<file path="src/rtl/set_assoc_lru_cache_sim_top_macros.svh">
// Assertion macros shared by the cache simulator RTL.
`ifndef SET_ASSOC_LRU_CACHE_SIM_TOP_MACROS_SVH
`define SET_ASSOC_LRU_CACHE_SIM_TOP_MACROS_SVH

// Check a property on every clock edge outside reset.
`define SALC_ASSERT_RUN(label, prop, msg) \
   label: assert property (@(posedge clock) disable iff (reset) prop) else $error(msg);

// Check a property on every clock edge, reset included.
`define SALC_ASSERT_ALWAYS(label, prop, msg) \
   label: assert property (@(posedge clock) prop) else $error(msg);

`endif

</file>
<file path="src/rtl/salc_pkg.sv">
// Shared types, codes and helpers for the set-associative LRU cache simulator.
package salc_pkg;

   localparam int ADDR_W  = 64;
   localparam int TAG_W   = 32;
   localparam int COUNT_W = 32;
   localparam int CSR_INDEX_W = 2;
   localparam int CSR_DATA_W  = 6;

   // Access kinds
   localparam logic KIND_ACCESS = 1'b0;
   localparam logic KIND_MODIFY = 1'b1;

   // Configuration register indexes
   localparam logic [CSR_INDEX_W-1:0] CSR_SET_INDEX_BITS    = 2'd0;
   localparam logic [CSR_INDEX_W-1:0] CSR_WAYS_IN_USE       = 2'd1;
   localparam logic [CSR_INDEX_W-1:0] CSR_BLOCK_OFFSET_BITS = 2'd2;

   // Configuration reset values
   localparam logic [3:0] RESET_SET_INDEX_BITS    = 4'd4;
   localparam logic [3:0] RESET_WAYS_IN_USE       = 4'd1;
   localparam logic [5:0] RESET_BLOCK_OFFSET_BITS = 6'd4;

   typedef enum logic [1:0] {
      OUTCOME_HIT   = 2'd0,
      OUTCOME_MISS  = 2'd1,
      OUTCOME_EVICT = 2'd2
   } outcome_type;

   typedef struct packed {
      logic              kind;
      logic [ADDR_W-1:0] address;
   } req_type;

   typedef struct packed {
      logic [1:0]         outcome;
      logic [COUNT_W-1:0] hit_count;
      logic [COUNT_W-1:0] miss_count;
      logic [COUNT_W-1:0] eviction_count;
   } rsp_type;

   // Controller to datapath
   typedef struct packed {
      logic clear;
      logic accept;
      logic look;
      logic pick;
      logic commit;
   } ctrl_cmd_type;

   // Datapath to controller
   typedef struct packed {
      logic clear_last;
      logic out_free;
   } ctrl_sts_type;

   // Add a small amount to a count, sticking at all ones.
   function automatic logic [COUNT_W-1:0] sat_add(input logic [COUNT_W-1:0] count,
                                                  input logic [1:0] amount);
      logic [COUNT_W:0] sum;
      sum = {1'b0, count} + (COUNT_W + 1)'(amount);
      return sum[COUNT_W] ? {COUNT_W{1'b1}} : sum[COUNT_W-1:0];
   endfunction

endpackage

</file>
<file path="src/rtl/salc_ctrl.sv">
// Sequencing controller: clearing pass, then accept, lookup, victim pick and update.
module salc_ctrl (
   input  logic                    clock,
   input  logic                    reset,
   input  logic                    req_valid,
   output logic                    req_stall,
   input  salc_pkg::ctrl_sts_type  sts,
   output salc_pkg::ctrl_cmd_type  cmd
);

   typedef enum logic [2:0] {
      ST_CLEAR,
      ST_IDLE,
      ST_LOOK,
      ST_PICK,
      ST_UPDATE
   } state_type;

   state_type state_ff;
   state_type state_in;

   // Next state and commands
   always_comb begin
      state_in = state_ff;
      cmd      = '0;
      unique case (state_ff)
         ST_CLEAR: begin
            cmd.clear = 1'b1;
            if (sts.clear_last) begin
               state_in = ST_IDLE;
            end
         end
         ST_IDLE: begin
            if (req_valid) begin
               cmd.accept = 1'b1;
               state_in   = ST_LOOK;
            end
         end
         ST_LOOK: begin
            cmd.look = 1'b1;
            state_in = ST_PICK;
         end
         ST_PICK: begin
            cmd.pick = 1'b1;
            state_in = ST_UPDATE;
         end
         ST_UPDATE: begin
            // hold until the result register can take the beat
            if (sts.out_free) begin
               cmd.commit = 1'b1;
               state_in   = ST_IDLE;
            end
         end
         default: begin
            state_in = ST_CLEAR;
         end
      endcase
   end

   // State register
   always_ff @(posedge clock) begin
      if (reset) begin
         state_ff <= ST_CLEAR;
      end else begin
         state_ff <= state_in;
      end
   end

   assign req_stall = (state_ff != ST_IDLE);

endmodule

</file>
<file path="config.mk">
export PLATFORM = sky130hd
export DESIGN_NAME = salc_ctrl
export DESIGN_NICKNAME = d
export VERILOG_FILES = /design/src/rtl/set_assoc_lru_cache_sim_top_macros.svh /design/src/rtl/salc_pkg.sv /design/src/rtl/salc_ctrl.sv
export SDC_FILE = /design/constraint.sdc
export NUM_CORES = 1
export LEC_CHECK = 0
export BUFFER_PORTS_ARGS = -buffer_cell sky130_fd_sc_hd__buf_2
export CORE_AREA = 2 2 39 41
export DETAILED_ROUTE_END_ITERATION = 8
export DIE_AREA = 0 0 41 43
export GPL_ROUTABILITY_DRIVEN = 0
export HOLD_SLACK_MARGIN = 0.02
export PLACE_DENSITY = 0.34
export SYNTH_ARGS = -nofsm -noshare
export SYNTH_HDL_FRONTEND = slang
export SYNTH_SLANG_ARGS = --single-unit
</file>
<file path="constraint.sdc">
create_clock -name clock -period 1.2 [get_ports clock]
set_clock_uncertainty 0.05 [all_clocks]
set_input_delay 0 -clock clock [delete_from_list [all_inputs] [get_ports clock]]
set_output_delay 0 -clock clock [all_outputs]
set_load 0.02 [all_outputs]
</file>
==> Word-level counts from Yosys, hierarchy flattened <==
Cells that the tools add are included.
{ "totals": {"output_inout_bits": 6, "regBits": 3, "wordCells": 22, "input_bits": 5} }
{ "op_classes": {"reduce_logical": 2, "n_mux": 11, "n_eq_ne": 8} }
{ "op_table": {"columns": ["operator", "n"], "rows": [
  ["$pmux W3 S5", 1],
  ["$mux W3", 3],
  ["$mux W1", 7],
  ["$eq A3 B2 Y1 const B", 2],
  ["$ne A2 B2 Y1 const B", 3],
  ["$eq A3 B1 Y1 const B", 1],
  ["$eq A3 B3 Y1 const B", 1],
  ["$logic_not A3 Y1", 1],
  ["$ne A3 B1 Y1 const B", 1],
  ["$reduce_and A3 Y1", 1]
]} }

==> Longest topological paths before layout <==
{ "depth": {"word_depth": 3, "depth_mapped": 4} }

==> Worst setup path after synthesis <==
No wires, ideal clock.
{ "synth_path": {"path_type": "reg-to-output", "start": "reg state_ff[2]", "end": "out cmd[3] in the netlist's numbering", "setup_slack_ns": 0.059, "stages_incl_launch_ff": 5, "t_required_ns": 1.150, "path_buffers": 1, "arrival_ns": 1.091, "path_cell_list": "dfxtp_1 -> buf_2 -> nor2_1 -> nand2_1 -> nor2_1"} }
{ "synth_lines": {"columns": ["item", "line_no", "rtl"], "rows": [
  ["start: declaration", "salc_ctrl.sv:19", "state_type state_ff;"],
  ["start signal: assignment", "salc_ctrl.sv:65", "state_ff <= state_in;"],
  ["end: declaration", "salc_ctrl.sv:8", "output salc_pkg::ctrl_cmd_type cmd"]
]} }

==> results_dict.tcl <==
set metrics [dict create \
    hold_viol_final 0 \
    grt_max_degree 11 \
    ir_worst_vdd_uv 298.1 \
    largest_register_ffs 3 \
    drt_iter0_drc 3 \
    maxCapViolCount 0 \
    numCtsBuffers 3 \
    worstSetupStartpointType "register" \
    clk_pin_slew_worst_paths_ns 0.04 \
    worst_path_max_delay_cell "dfxtp_4" \
    gr-usage-met1 0.1122 \
    grt_use_met2 0.08750 \
    maxSlewHeadroom 0.8210 \
    stdcell_area_sq_um 336.6 \
    critPathRequiredTime_ns 1.15 \
    critPathMaxStageDelay_ns 0.36 \
    largestRegisters "state_ff (3)" \
    htree_num_levels 1 \
    period_needed_ns 1.166 \
    worst-path-buf-inv 2 \
    first_pass_iters 3 \
    syn2layout_area_growth_pct 50.28 \
    gr-total-overflow 0 \
    clk_path_buf_depth 2 \
    status "finished, final reports clean" \
    worstMarginPinSlew_ns 0.2648 \
    remaining_drc_errors 0 \
    synth_cell_types 18 \
    dp_hpwl_microns 402.8 \
    grtUsageTotal 0.07823 \
    seq_area_frac_synth 0.2682 \
    die-height_microns 43 \
    die_w_microns 41 \
    end_kind "output port" \
    min_path_type "in2reg" \
    post_cts_buffers 0 \
    leakage_nw 0.1547 \
    dieArea_sq_um 1763 \
    setup_slack_ns 0.03402 \
    syn-mean-instance-area_sq_um 8.295 \
    crit_type "reg2out" \
    fmax_mhz 857.6 \
    fp-row-count 14 \
    cts.sinks 3 \
    io_pins 11 \
    portBuffers 10 \
    power.density_nw_per_um2 1421 \
    initial_utilization 0.1618 \
    clk_root_buffer_cell "clkbuf_4" \
    use_met3 0.01571 \
    syn-instance-count 27 \
    dpl_worst_slack_ns 0.09494 \
    ys_warn_count 0 \
    ant_nets 0 \
    critical_path.top_delay_family "flip-flops" \
    drv_slew 0 \
    crit_chain "buf_4, nor3_1, buf_2" \
    cts_tree "built" \
    diodes 0 \
    worstSkewPairLatency_ns 0.24 \
    top_usage_layer "met1" \
    final_nets 47 \
    dpl_cell_area_sq_um 281.5 \
    tns_ns 0 \
    cp.arrival_ns 1.12 \
    wl_per_cell_microns 9.561 \
    first_global_vias 226 \
    core_region_area_sq_um 1384 \
    syn_nets 32 \
    regMostFlops "state_ff" \
    utilization 0.2432 \
    syn_area_sq_um 224.0 \
    routed_wl_microns 545 \
    dr_total_vias 246 \
    finalPower_uw 478.3 \
    drive_gt1_frac 0.4878 \
    setup_viol 0 \
    viasPerCell 4.316 \
    grt_pass1_wl_microns 910 \
    antenna_found_initial 0 \
    worstPathMaxFanout 9 \
    post-route-period-util 0.9717 \
    ys_ff_latch 3 \
]
## worst paths after layout
check	from	endpoint	slack [ns]	cells after the start
worst max-delay path	state_ff[0]$_SDFFE_PP0P_	cmd[4]	0.03	3
worst min-delay path	sts[1]	state_ff[0]$_SDFFE_PP0P_	0.04	3
worst max register to register	state_ff[1]$_SDFFE_PP0P_	state_ff[0]$_SDFFE_PP0P_	0.15	3
worst min register to register	state_ff[2]$_SDFFE_PP0P_	state_ff[1]$_SDFFE_PP0P_	0.51	1
## through the flow
step                instances  hold WS (ns)
floorplan                  27       0.01907
global placement           52        0.1536
detailed placement         52        0.1612
CTS                        57       0.03398
global route               57       0.07596
finish                     57       0.04062
## routing by layer
metal	share of wire	vias to the layer above
met5	0	-
met4	0.028	0
met3	0.048	2
met2	0.43	8
met1	0.49	109
li1	-	127
## synthesized netlist by cell type
library cell	count	area [sq um]
nor3_1	2	10.01
and3b_1	1	8.760
inv_1	1	3.750
and4bb_1	1	12.51
a31oi_1	1	6.260
dfxtp_1	3	60.06
buf_6	2	22.52
nor4_1	1	6.260
a21oi_1	2	10.01
nand2_1	1	3.750
nor4b_1	1	8.760
nor3b_1	2	15.01
nor2_1	3	11.26
o21ai_0	1	5.000
nor2b_1	1	6.260
o31a_1	1	8.760
mux2i_1	2	20.02
buf_2	1	5.000
## cell type report
cell class / instances / area (sq um)
sequential: 3 / 66.31
fill: 165 / 1047
multi-input combinational: 20 / 145.1
inverter: 1 / 3.754
clock buffer: 4 / 26.28
tap: 16 / 20.02
timing repair buffer: 13 / 75.07
## timing repair
item                                    CTS  global route
gates resized for setup                   3             4
hold endpoints to repair                  3             0
hold buffers                              1             0
endpoints found under the setup margin    5             2
cloned                                    0             0
## kinds of logic after synthesis
logic type / share of synthesized area
simple gates: 0.3687
compound gates: 0.1341
buf+inv: 0.1396
flops: 0.2682
mux: 0.08939
## layout by cell type, fill, tap and decap left out
| cell type | instances |
|---|---|
| mux2i_1 | 2 |
| and4bb_1 | 1 |
| nor4_1 | 1 |
| a31oi_1 | 1 |
| nor2_4 | 1 |
| a21oi_1 | 2 |
| and3b_1 | 1 |
| o21ai_0 | 1 |
| dfxtp_4 | 1 |
| nand2_1 | 1 |
| nor3b_2 | 1 |
| nor2b_1 | 1 |
| nor2_1 | 2 |
| inv_1 | 1 |
| buf_4 | 2 |
| nor4b_1 | 1 |
| o31a_1 | 1 |
| dfxtp_2 | 2 |
| nor3_1 | 2 |
| dlygate4sd3_1 | 1 |
| clkbuf_1 | 1 |
| nor3b_1 | 1 |
| buf_2 | 10 |
| clkbuf_4 | 3 |
## power breakdown
part / leakage [nW] / internal, mW / switching, mW
combinational: 0.114 / 0.0729 / 0.0774
sequential: 0.0261 / 0.116 / 0.0314
clock: 0.0150 / 0.125 / 0.0555
total: 0.155 / 0.314 / 0.164
## worst register-to-register path: stages, from the launching register on
cell      delay [ns]
dfxtp_2         0.40
and4bb_1        0.25
a31oi_1         0.15
a21oi_1         0.09
Note: power is estimated with default switching activity, not from simulation.
